<file path="src/hw/rtl/chdec_pkg.sv">
`timescale 1ns / 1ps

package chdec_pkg;

    // Widths of the chunk size and of the emitted-byte counter
    localparam int SIZE_BITS   = 32;
    localparam int LENGTH_BITS = 32;

    // Result queue; depth must be a power of two and at least two
    localparam int QDEPTH = 4;
    localparam int QPTR_W = $clog2(QDEPTH);
    localparam int QCNT_W = $clog2(QDEPTH + 1);

    // Result kinds
    localparam logic [1:0] KIND_BYTE  = 2'd0;
    localparam logic [1:0] KIND_DONE  = 2'd1;
    localparam logic [1:0] KIND_ERROR = 2'd2;

    // Error causes
    localparam logic [1:0] CAUSE_NO_DIGITS = 2'd0;
    localparam logic [1:0] CAUSE_OVERFLOW  = 2'd1;
    localparam logic [1:0] CAUSE_TRUNCATED = 2'd2;

    // Characters the parser looks for
    localparam logic [7:0] CHAR_CR     = 8'h0D;
    localparam logic [7:0] CHAR_LF     = 8'h0A;
    localparam logic [7:0] CHAR_ZERO   = 8'h30;
    localparam logic [7:0] CHAR_NINE   = 8'h39;
    localparam logic [7:0] CHAR_LOW_A  = 8'h61;
    localparam logic [7:0] CHAR_LOW_F  = 8'h66;
    localparam logic [7:0] CHAR_UP_A   = 8'h41;
    localparam logic [7:0] CHAR_UP_F   = 8'h46;

    typedef enum logic [2:0] {
        PH_SIZE,
        PH_EXT,
        PH_EXT_CR,
        PH_DATA,
        PH_SKIP,
        PH_DONE,
        PH_ERROR
    } t_phase;

    typedef struct packed {
        logic [1:0]  kind;
        logic [7:0]  out_byte;
        logic [31:0] total_length;
        logic [1:0]  error_cause;
    } t_result;

    // Up to two results per consumed byte, packed from slot 0
    typedef struct packed {
        logic [1:0] cnt;
        t_result    res0;
        t_result    res1;
    } t_push;

    typedef struct packed {
        logic       ok;
        logic [3:0] val;
    } t_hex;

    function automatic t_hex hex_value(input logic [7:0] c);
        t_hex h;
        h.ok  = 1'b0;
        h.val = 4'd0;
        if (c >= CHAR_ZERO && c <= CHAR_NINE) begin
            h.ok  = 1'b1;
            h.val = 4'(c - CHAR_ZERO);
        end else if (c >= CHAR_LOW_A && c <= CHAR_LOW_F) begin
            h.ok  = 1'b1;
            h.val = 4'(c - CHAR_LOW_A + 8'd10);
        end else if (c >= CHAR_UP_A && c <= CHAR_UP_F) begin
            h.ok  = 1'b1;
            h.val = 4'(c - CHAR_UP_A + 8'd10);
        end
        return h;
    endfunction

endpackage

</file>
<file path="src/hw/rtl/http_chunked_body_decoder.sv">
`timescale 1ns / 1ps

// Chunked HTTP body decoder. Takes one body byte per beat (i_in_last on the
// final byte) and returns one result per beat: a payload byte, a done marker
// with the total payload length, or an error. The sustained rate is one byte
// per clock while i_stall is low; a byte that yields two results (its payload
// byte followed by a truncation error) occupies two output beats. An accepted
// byte passes through the input register and then the four-entry result queue
// before its first result appears. o_stall rises only when the queue cannot
// take two more results, which back pressure on i_stall causes. After the last
// byte of a body the decoder is back in its reset state for the next body.

module http_chunked_body_decoder import chdec_pkg::*; (
    input  logic        i_clk,
    input  logic        i_rst_n,
    input  logic        i_valid,
    output logic        o_stall,
    input  logic [7:0]  i_in_byte,
    input  logic        i_in_last,
    output logic        o_valid,
    input  logic        i_stall,
    output logic [1:0]  o_kind,
    output logic [7:0]  o_out_byte,
    output logic [31:0] o_total_length,
    output logic [1:0]  o_error_cause
);

    logic       r_in_valid;
    logic [7:0] r_in_byte;
    logic       r_in_last;

    logic    w_fire, w_room, w_accept, w_pop;
    t_push   w_push;
    t_result w_head;

    assign w_fire   = r_in_valid && w_room;
    assign o_stall  = r_in_valid && !w_room;
    assign w_accept = i_valid && !o_stall;
    assign w_pop    = o_valid && !i_stall;

    // Input register: hold while the queue lacks room for two more results
    always_ff @(posedge i_clk) begin
        if (!i_rst_n) begin
            r_in_valid <= 1'b0;
        end else if (w_accept) begin
            r_in_valid <= 1'b1;
        end else if (w_fire) begin
            r_in_valid <= 1'b0;
        end
    end

    always_ff @(posedge i_clk) begin
        if (w_accept) begin
            r_in_byte <= i_in_byte;
            r_in_last <= i_in_last;
        end
    end

    chdec_core u_core (
        .i_clk   (i_clk),
        .i_rst_n (i_rst_n),
        .i_fire  (w_fire),
        .i_byte  (r_in_byte),
        .i_last  (r_in_last),
        .o_push  (w_push)
    );

    chdec_queue u_queue (
        .i_clk   (i_clk),
        .i_rst_n (i_rst_n),
        .i_push  (w_push),
        .i_pop   (w_pop),
        .o_valid (o_valid),
        .o_room  (w_room),
        .o_head  (w_head)
    );

    assign o_kind         = w_head.kind;
    assign o_out_byte     = w_head.out_byte;
    assign o_total_length = w_head.total_length;
    assign o_error_cause  = w_head.error_cause;

endmodule

</file>
<file path="src/hw/rtl/chdec_core.sv">
`timescale 1ns / 1ps

module chdec_core import chdec_pkg::*; (
    input  logic       i_clk,
    input  logic       i_rst_n,
    input  logic       i_fire,
    input  logic [7:0] i_byte,
    input  logic       i_last,
    output t_push      o_push
);

    t_phase                 r_phase, n_phase;
    logic [SIZE_BITS-1:0]   r_rem,   n_rem;
    logic                   r_seen,  n_seen;
    logic                   r_skip,  n_skip;
    logic [LENGTH_BITS-1:0] r_count, n_count;

    t_hex    w_hex;
    logic    w_a_v, w_b_v;
    t_result w_a, w_b;

    // Decode one byte: next state and up to two results
    always_comb begin
        n_phase = r_phase;
        n_rem   = r_rem;
        n_seen  = r_seen;
        n_skip  = r_skip;
        n_count = r_count;
        w_hex   = hex_value(i_byte);
        w_a_v   = 1'b0;
        w_a     = '0;

        unique case (r_phase)
            PH_SIZE: begin
                if (w_hex.ok) begin
                    if (r_rem[SIZE_BITS-1 -: 4] != 4'd0) begin
                        w_a_v         = 1'b1;
                        w_a.kind      = KIND_ERROR;
                        w_a.error_cause = CAUSE_OVERFLOW;
                        n_phase       = PH_ERROR;
                    end else begin
                        n_rem  = {r_rem[SIZE_BITS-5:0], w_hex.val};
                        n_seen = 1'b1;
                    end
                end else if (!r_seen) begin
                    w_a_v           = 1'b1;
                    w_a.kind        = KIND_ERROR;
                    w_a.error_cause = CAUSE_NO_DIGITS;
                    n_phase         = PH_ERROR;
                end else begin
                    n_phase = (i_byte == CHAR_CR) ? PH_EXT_CR : PH_EXT;
                end
            end
            PH_EXT: begin
                if (i_byte == CHAR_CR) n_phase = PH_EXT_CR;
            end
            PH_EXT_CR: begin
                if (i_byte == CHAR_LF) begin
                    if (r_rem == '0) begin
                        w_a_v    = 1'b1;
                        w_a.kind = KIND_DONE;
                        n_phase  = PH_DONE;
                    end else begin
                        n_phase = PH_DATA;
                    end
                end else if (i_byte != CHAR_CR) begin
                    n_phase = PH_EXT;
                end
            end
            PH_DATA: begin
                // saturate the emitted-byte counter
                if (r_count != '1) n_count = r_count + 1'b1;
                w_a_v        = 1'b1;
                w_a.kind     = KIND_BYTE;
                w_a.out_byte = i_byte;
                n_rem        = r_rem - 1'b1;
                if (n_rem == '0) begin
                    n_phase = PH_SKIP;
                    n_skip  = 1'b0;
                end
            end
            PH_SKIP: begin
                if (r_skip) begin
                    n_phase = PH_SIZE;
                    n_skip  = 1'b0;
                    n_seen  = 1'b0;
                    n_rem   = '0;
                end else begin
                    n_skip = 1'b1;
                end
            end
            default: ;
        endcase

        w_a.total_length = 32'(n_count);

        // Body ends before done or error: report truncation
        w_b_v            = i_last && n_phase != PH_DONE && n_phase != PH_ERROR;
        w_b              = '0;
        w_b.kind         = KIND_ERROR;
        w_b.error_cause  = CAUSE_TRUNCATED;
        w_b.total_length = 32'(n_count);

        // Last byte of a body: start over for the next one
        if (i_last) begin
            n_phase = PH_SIZE;
            n_rem   = '0;
            n_seen  = 1'b0;
            n_skip  = 1'b0;
            n_count = '0;
        end

        // Pack results from slot 0
        o_push.cnt  = i_fire ? (2'(w_a_v) + 2'(w_b_v)) : 2'd0;
        o_push.res0 = w_a_v ? w_a : w_b;
        o_push.res1 = w_b;
    end

    // Advance state on each consumed byte
    always_ff @(posedge i_clk) begin
        if (!i_rst_n) begin
            r_phase <= PH_SIZE;
            r_rem   <= '0;
            r_seen  <= 1'b0;
            r_skip  <= 1'b0;
            r_count <= '0;
        end else if (i_fire) begin
            r_phase <= n_phase;
            r_rem   <= n_rem;
            r_seen  <= n_seen;
            r_skip  <= n_skip;
            r_count <= n_count;
        end
    end

endmodule

</file>
<file path="src/hw/rtl/chdec_queue.sv">
`timescale 1ns / 1ps

module chdec_queue import chdec_pkg::*; (
    input  logic    i_clk,
    input  logic    i_rst_n,
    input  t_push   i_push,
    input  logic    i_pop,
    output logic    o_valid,
    output logic    o_room,
    output t_result o_head
);

    t_result           r_q [QDEPTH];
    logic [QPTR_W-1:0] r_wr, r_rd;
    logic [QCNT_W-1:0] r_cnt;

    assign o_valid = (r_cnt != '0);
    assign o_room  = (r_cnt <= QCNT_W'(QDEPTH - 2));
    assign o_head  = r_q[r_rd];

    // Store up to two results per cycle
    always_ff @(posedge i_clk) begin
        if (i_push.cnt != 2'd0) r_q[r_wr] <= i_push.res0;
        if (i_push.cnt == 2'd2) r_q[r_wr + QPTR_W'(1)] <= i_push.res1;
    end

    // Advance pointers and occupancy
    always_ff @(posedge i_clk) begin
        if (!i_rst_n) begin
            r_wr  <= '0;
            r_rd  <= '0;
            r_cnt <= '0;
        end else begin
            r_wr  <= r_wr + QPTR_W'(i_push.cnt);
            if (i_pop) r_rd <= r_rd + QPTR_W'(1);
            r_cnt <= r_cnt + QCNT_W'(i_push.cnt) - QCNT_W'(i_pop);
        end
    end

endmodule

</file>
<file path="config.mk">
export PLATFORM = sky130hd
export DESIGN_NAME = http_chunked_body_decoder
export DESIGN_NICKNAME = d
export VERILOG_FILES = /design/src/hw/rtl/chdec_pkg.sv /design/src/hw/rtl/http_chunked_body_decoder.sv /design/src/hw/rtl/chdec_core.sv /design/src/hw/rtl/chdec_queue.sv
export SDC_FILE = /design/constraint.sdc
export NUM_CORES = 1
export LEC_CHECK = 0
export BUFFER_PORTS_ARGS = -buffer_cell sky130_fd_sc_hd__clkbuf_2
export CORE_MARGIN = 2
export CORE_UTILIZATION = 55
export CTS_CLUSTER_DIAMETER = 40
export DETAILED_ROUTE_END_ITERATION = 16
export GPL_ROUTABILITY_DRIVEN = 0
export GPL_TIMING_DRIVEN = 0
export PLACE_DENSITY = 0.72
export SLEW_MARGIN = 0
export SYNTH_ARGS = -nofsm -noshare
export SYNTH_HDL_FRONTEND = slang
export SYNTH_HIERARCHICAL = 1
export SYNTH_SLANG_ARGS = --single-unit
export TNS_END_PERCENT = 10
</file>
<file path="constraint.sdc">
create_clock -name i_clk -period 8.1 [get_ports i_clk]
set_input_delay 0.405 -clock i_clk [delete_from_list [all_inputs] [get_ports i_clk]]
set_output_delay 0.405 -clock i_clk [all_outputs]
set_load 0.05 [all_outputs]
</file>
# After elaboration in Yosys (flattened, before gate mapping)

Memory sizes are Yosys's and may differ from the RTL's. A register that Yosys moved wholly into a read port is not among the register bits.
Cells that the tools add are included.

Memory bits (writable): 176
Logic and storage cells: 130
Bits in registers: 86
Bits of input ports: 13
Memories: 1
Output and inout bits: 46

Memory list:

| name        | words | width | rd ports | clocked after memory_dff | wr ports | RTL line          | source |
|---|---|---|---|---|---|---|---|
| u_queue.r_q | 4     | 44    | 1        | 1                        | 2        | chdec_queue.sv:13 | `t_result r_q [QDEPTH];` |

Mux-type cells: 58
Eq/ne operators: 15
Magnitude comparators: 7
Reduce and logical (&&, ||, !) cells: 25
$add $sub $neg: 13

Operator list:

| operator                                              | number |
|---|---|
| 2-to-1 mux 32 bit                                     | 7 |
| case mux 32 bit (3 select lines)                      | 1 |
| logical NOT 32 bit                                    | 2 |
| 2-to-1 mux 44 bit                                     | 1 |
| adder 32 x 1 -> 32 bit, second input constant         | 1 |
| inequality test 32 bit, second input constant         | 1 |
| subtractor 32 x 1 -> 32 bit, second input constant    | 1 |
| 2-to-1 mux 3 bit                                      | 10 |
| 2-to-1 mux 1 bit                                      | 21 |
| 2-to-1 mux 2 bit                                      | 9 |
| == test 8 x 4 -> 1 bit, second input constant         | 2 |
| >= comparator 8 x 7 -> 1 bit, second input constant   | 2 |
| <= comparator 8 x 7 -> 1 bit, second input constant   | 2 |
| 2-to-1 mux 5 bit                                      | 3 |
| case mux 3 bit (5 select lines)                       | 1 |
| subtractor 4 x 1 -> 4 bit, second input constant      | 3 |
| AND reduction 5 bit                                   | 2 |
| logical AND 1 bit                                     | 9 |
| inequality test 3 x 2 -> 1 bit, second input constant | 3 |
| inequality test 3 bit, second input constant          | 3 |
| nonzero test 3 bit                                    | 3 |
| adder 4 bit, second input constant                    | 2 |
| >= comparator 8 x 6 -> 1 bit, second input constant   | 1 |
| <= comparator 8 x 6 -> 1 bit, second input constant   | 1 |
| 20 further kinds                                      | 27 |

# Logic depth before layout (Yosys ltp)

Depth after elaboration: 15
Gate-level depth with buffers: 21
Mapped depth without buffers: 17

# Hierarchy

Netlist, hierarchy kept.

Modules (own cells, without submodules):

| module                    | times used | sequential area each (um2) | cells an instance | area an instance (um2) |
|---|---|---|---|---|
| chdec_queue               | 1          | 5,465.2                    | 473               | 8,991.1 |
| chdec_core                | 1          | 1,381.3                    | 794               | 5,813.1 |
| http_chunked_body_decoder | 1          | 290.3                      | 15                | 330.3 |

# Least setup slack after synthesis

OpenSTA, ideal clock, no wires.

Path type: register -> register
Start point: register u_core.r_rem[0]
End point: memory u_queue/r_q[0][0] in the netlist's numbering, enable pin
Library setup time: 506 ps
Arrival time: 6,533 ps
Slack: 1,061 ps
Path buffers: 3
Clock period less this slack: 7,039 ps
Data required time: 7,594 ps
Stages on the path, launching flop included: 17
Cell sequence: dfxtp_1 -> clkbuf_1 -> inv_1 -> ha_1 -> buf_2 -> nor4b_1 -> and3_1 -> buf_2 -> nand4_1 -> nor3_1 -> nor3_1 -> o21ba_2 -> o32ai_1 -> ha_1 -> and2_1 -> o21bai_1 -> o21ai_0

RTL lines:

| element                  | RTL line          | source |
|---|---|---|
| start: declaration       | chdec_core.sv:13  | `logic [SIZE_BITS-1:0] r_rem, n_rem;` |
| start signal: assignment | chdec_core.sv:129 | `r_rem <= n_rem;` |
| end: declaration         | chdec_queue.sv:13 |  |

==> metrics <==
status=completed; grt ovf=0; fmax=159 MHz; antenna violations before repair=0; H-tree levels=2; First DRT Iteration DRCs=between 1000 and 1500; GRT Total Usage=0.265; Initial DRT Pass Iterations=5; asr flop ratio synth=0; Horiz. Die Dim=around 170 um; post-synthesis adder-cell area fraction=0.0112; setup violators final=0; final WL=38100 um; proportion of layout cells with a drive suffix above 1=0.315; post-synth cell types=77; most frequent cells in the layout=edfxtp_1, mux2_2, dfxtp_1, nand2_1, clkbuf_1; placed wire-length estimate=between 20000 and 30000 um; Leak=6.65 nW; Slew headroom=0.246; DRT antenna net count=0; largest net degree at the start of global routing=29; Seq/Total Area, Yosys=0.472; via count=11100; hold_buf cts=0; Sinks on Clock Net=~260; number of synthesized flops with an enable pin=185; HP Class=in2reg; mux contribution to synthesized area=0.201; fin crit share=0.775; root buf cell=clkbuf_16; I/O Pins=slightly below 60; most common cell after layout, fill and taps aside=edfxtp_1; core area=27000 um2; CTS max path bufs=3; Worst-Skew Late Latency=540 ps; hold-critical path depth=1; minimum clock period=6270 ps; Peak supply drop=roughly 0.00018 V; Initial Util=0.562; simple-gate area share of the yosys netlist=0.137; hold violation count in the final report=0; post-DR wirelength/cell=between 20 and 25 um; via/cell ratio=between 6 and 7; worst reg-to-reg path cell count=19; Layout area overhead=16.0%; Worst-path clk slew=~50 ps; vias in the first global route=approximately 11000; worst path arrival time=6500 ps; startpoint types=flop; first-pass GRT wire length=59400 um; RSZ-0062 raised after global routing=no; Final Slew Violations=0; Setup Skew=between 20 and 25 ps; PostCTS Resize Cnt=0; DIE AREA=28900 um2; Synth Warn #=6; Synth Register Bits=264; placed cells=between 1500 and 2000; xor/xnor share of the synthesized area=0.0365; Post-route DRC=0; port bufs=58; Slew @ Worst Pin=1120 ps; Compound-Gate Fraction of Synth Area=0.0829; Inserted Diodes=0; Worst setup EP type=flop; CTS tree=done; Max-Cap Viols=0; Die Height=170 um; Fill cells=2037; final non-filler cell total=1774; critical path class=reg2reg; largest family of logic cells by synthesized area=multiplexers; worst path required time=8320 ps; # nets final=1425; Synth Cell Area=15100 um2; std cell rows=60; Post-synth top flop=edfxtp_1; Hold Slack=48.6 ps; Num CTS Buffers=42; Post-Syn Area per Cell=11.8 um2; # Post-CTS Setup Buffers=0; crit path max fanout=24; Post-Syn Instances=1282; power per cell area=between 200 and 300 nW/um2
## flip-flops by register name (all words and copies together) (netlist names), 2 cells and up, named ones only
signal / cells
u_queue/r_rd: 2
u_queue/r_q: 176
r_in_byte: 8
u_core/r_rem: 32
u_queue/r_cnt: 3
u_core/r_phase: 3
u_core/r_count: 32
u_queue/r_wr: 2
## power by group
part	internal, mW	total, mW	switching, mW
registers	1.56	1.59	0.0353
clock network	1.25	1.91	0.663
logic	0.369	1.16	0.792
## cell families after synthesis
family / after synthesis
AOI/OAI and AO/OA: 187
DFF: 264
xor gates and xnor gates: 60
buffers and inverters: 164
other: 2
adders and majority gates: 13
and+or+nand+nor: 369
muxes: 223
## metal layers
| layer | vias up | track usage | routed length [um] |
|---|---|---|---|
| met1 | 5446 | 0.342 | 15800 |
| li1 | 5084 | - | - |
| met4 | 0 | 0.120 | 1530 |
| met2 | 436 | 0.445 | 18300 |
| met3 | 88 | 0.0400 | 2500 |
| met5 | - | 0 | 0 |
## worst max-delay path, cell delays in order (launching register included)
cell	delay, ps
dfxtp_1	310
clkbuf_1	190
inv_1	120
ha_1	140
buf_2	190
nor4b_1	680
and3_1	270
buf_2	170
nand4_1	240
nor3_1	750
nor3_1	220
o21ba_2	290
o32ai_1	110
ha_1	300
and2_1	290
and4bb_2	350
buf_4	200
buf_2	330
o21bai_4	470
buf_12	290
## through the flow
step           worst slack (ps)  area (um2)  power [mW]  TNS, ps   util
2_1_floorplan              1060       15200        2.50        0      -
3_3_place_gp              -2710       15900        2.76  -176010  0.590
3_5_place_dp               2020       16000        2.78        0  0.595
4_1_cts                    2000       17600        4.70        0  0.652
5_1_grt                    1430       17600        4.83        0  0.652
6_report                   1830       17600        4.67        0  0.652
## path summary, 6_finish.rpt
check / startpoint / slack (ps) / to
max: u_core/r_rem[0] / 1830 / u_queue/r_q[2][25]
min: i_in_byte[7] / 50 / r_in_byte[7]
max reg2reg: u_core/r_rem[0] / 1830 / u_queue/r_q[2][25]
min reg2reg: u_core/r_rem[31] / 490 / u_core/r_rem[31]
## final cells by class
type | count | area [um2] | area share
Clock buffer | 44 | 1060 | 0.0603
Sequential cell | 264 | 7140 | 0.406
Inverter | 21 | 78.8 | 0.00449
Multi-Input combinational cell | 864 | 7170 | 0.408
Tap cell | 341 | 427 | 0.0243
Buffer | 143 | 822 | 0.0468
Timing Repair Buffer | 63 | 398 | 0.0227
Clock inverter | 34 | 470 | 0.0268
## cell usage after synthesis, types with 21 or more instances
cell	n	area share
or3_1	32	0.013
a21oi_1	49	0.016
nor3_1	36	0.012
dfxtp_1	79	0.10
edfxtp_1	185	0.37
nand2_1	66	0.016
a31oi_1	23	0.0095
o21ai_0	24	0.0079
nand4_1	21	0.0087
a22oi_1	24	0.012
mux4_2	44	0.065
nor2_1	60	0.015
and3_1	25	0.010
mux2_2	166	0.12
nand3_1	25	0.0083
xor2_1	23	0.013
clkbuf_1	62	0.015
xnor2_1	35	0.020
buf_4	52	0.026
No activity file was read; power rests on OpenSTA's default activity.
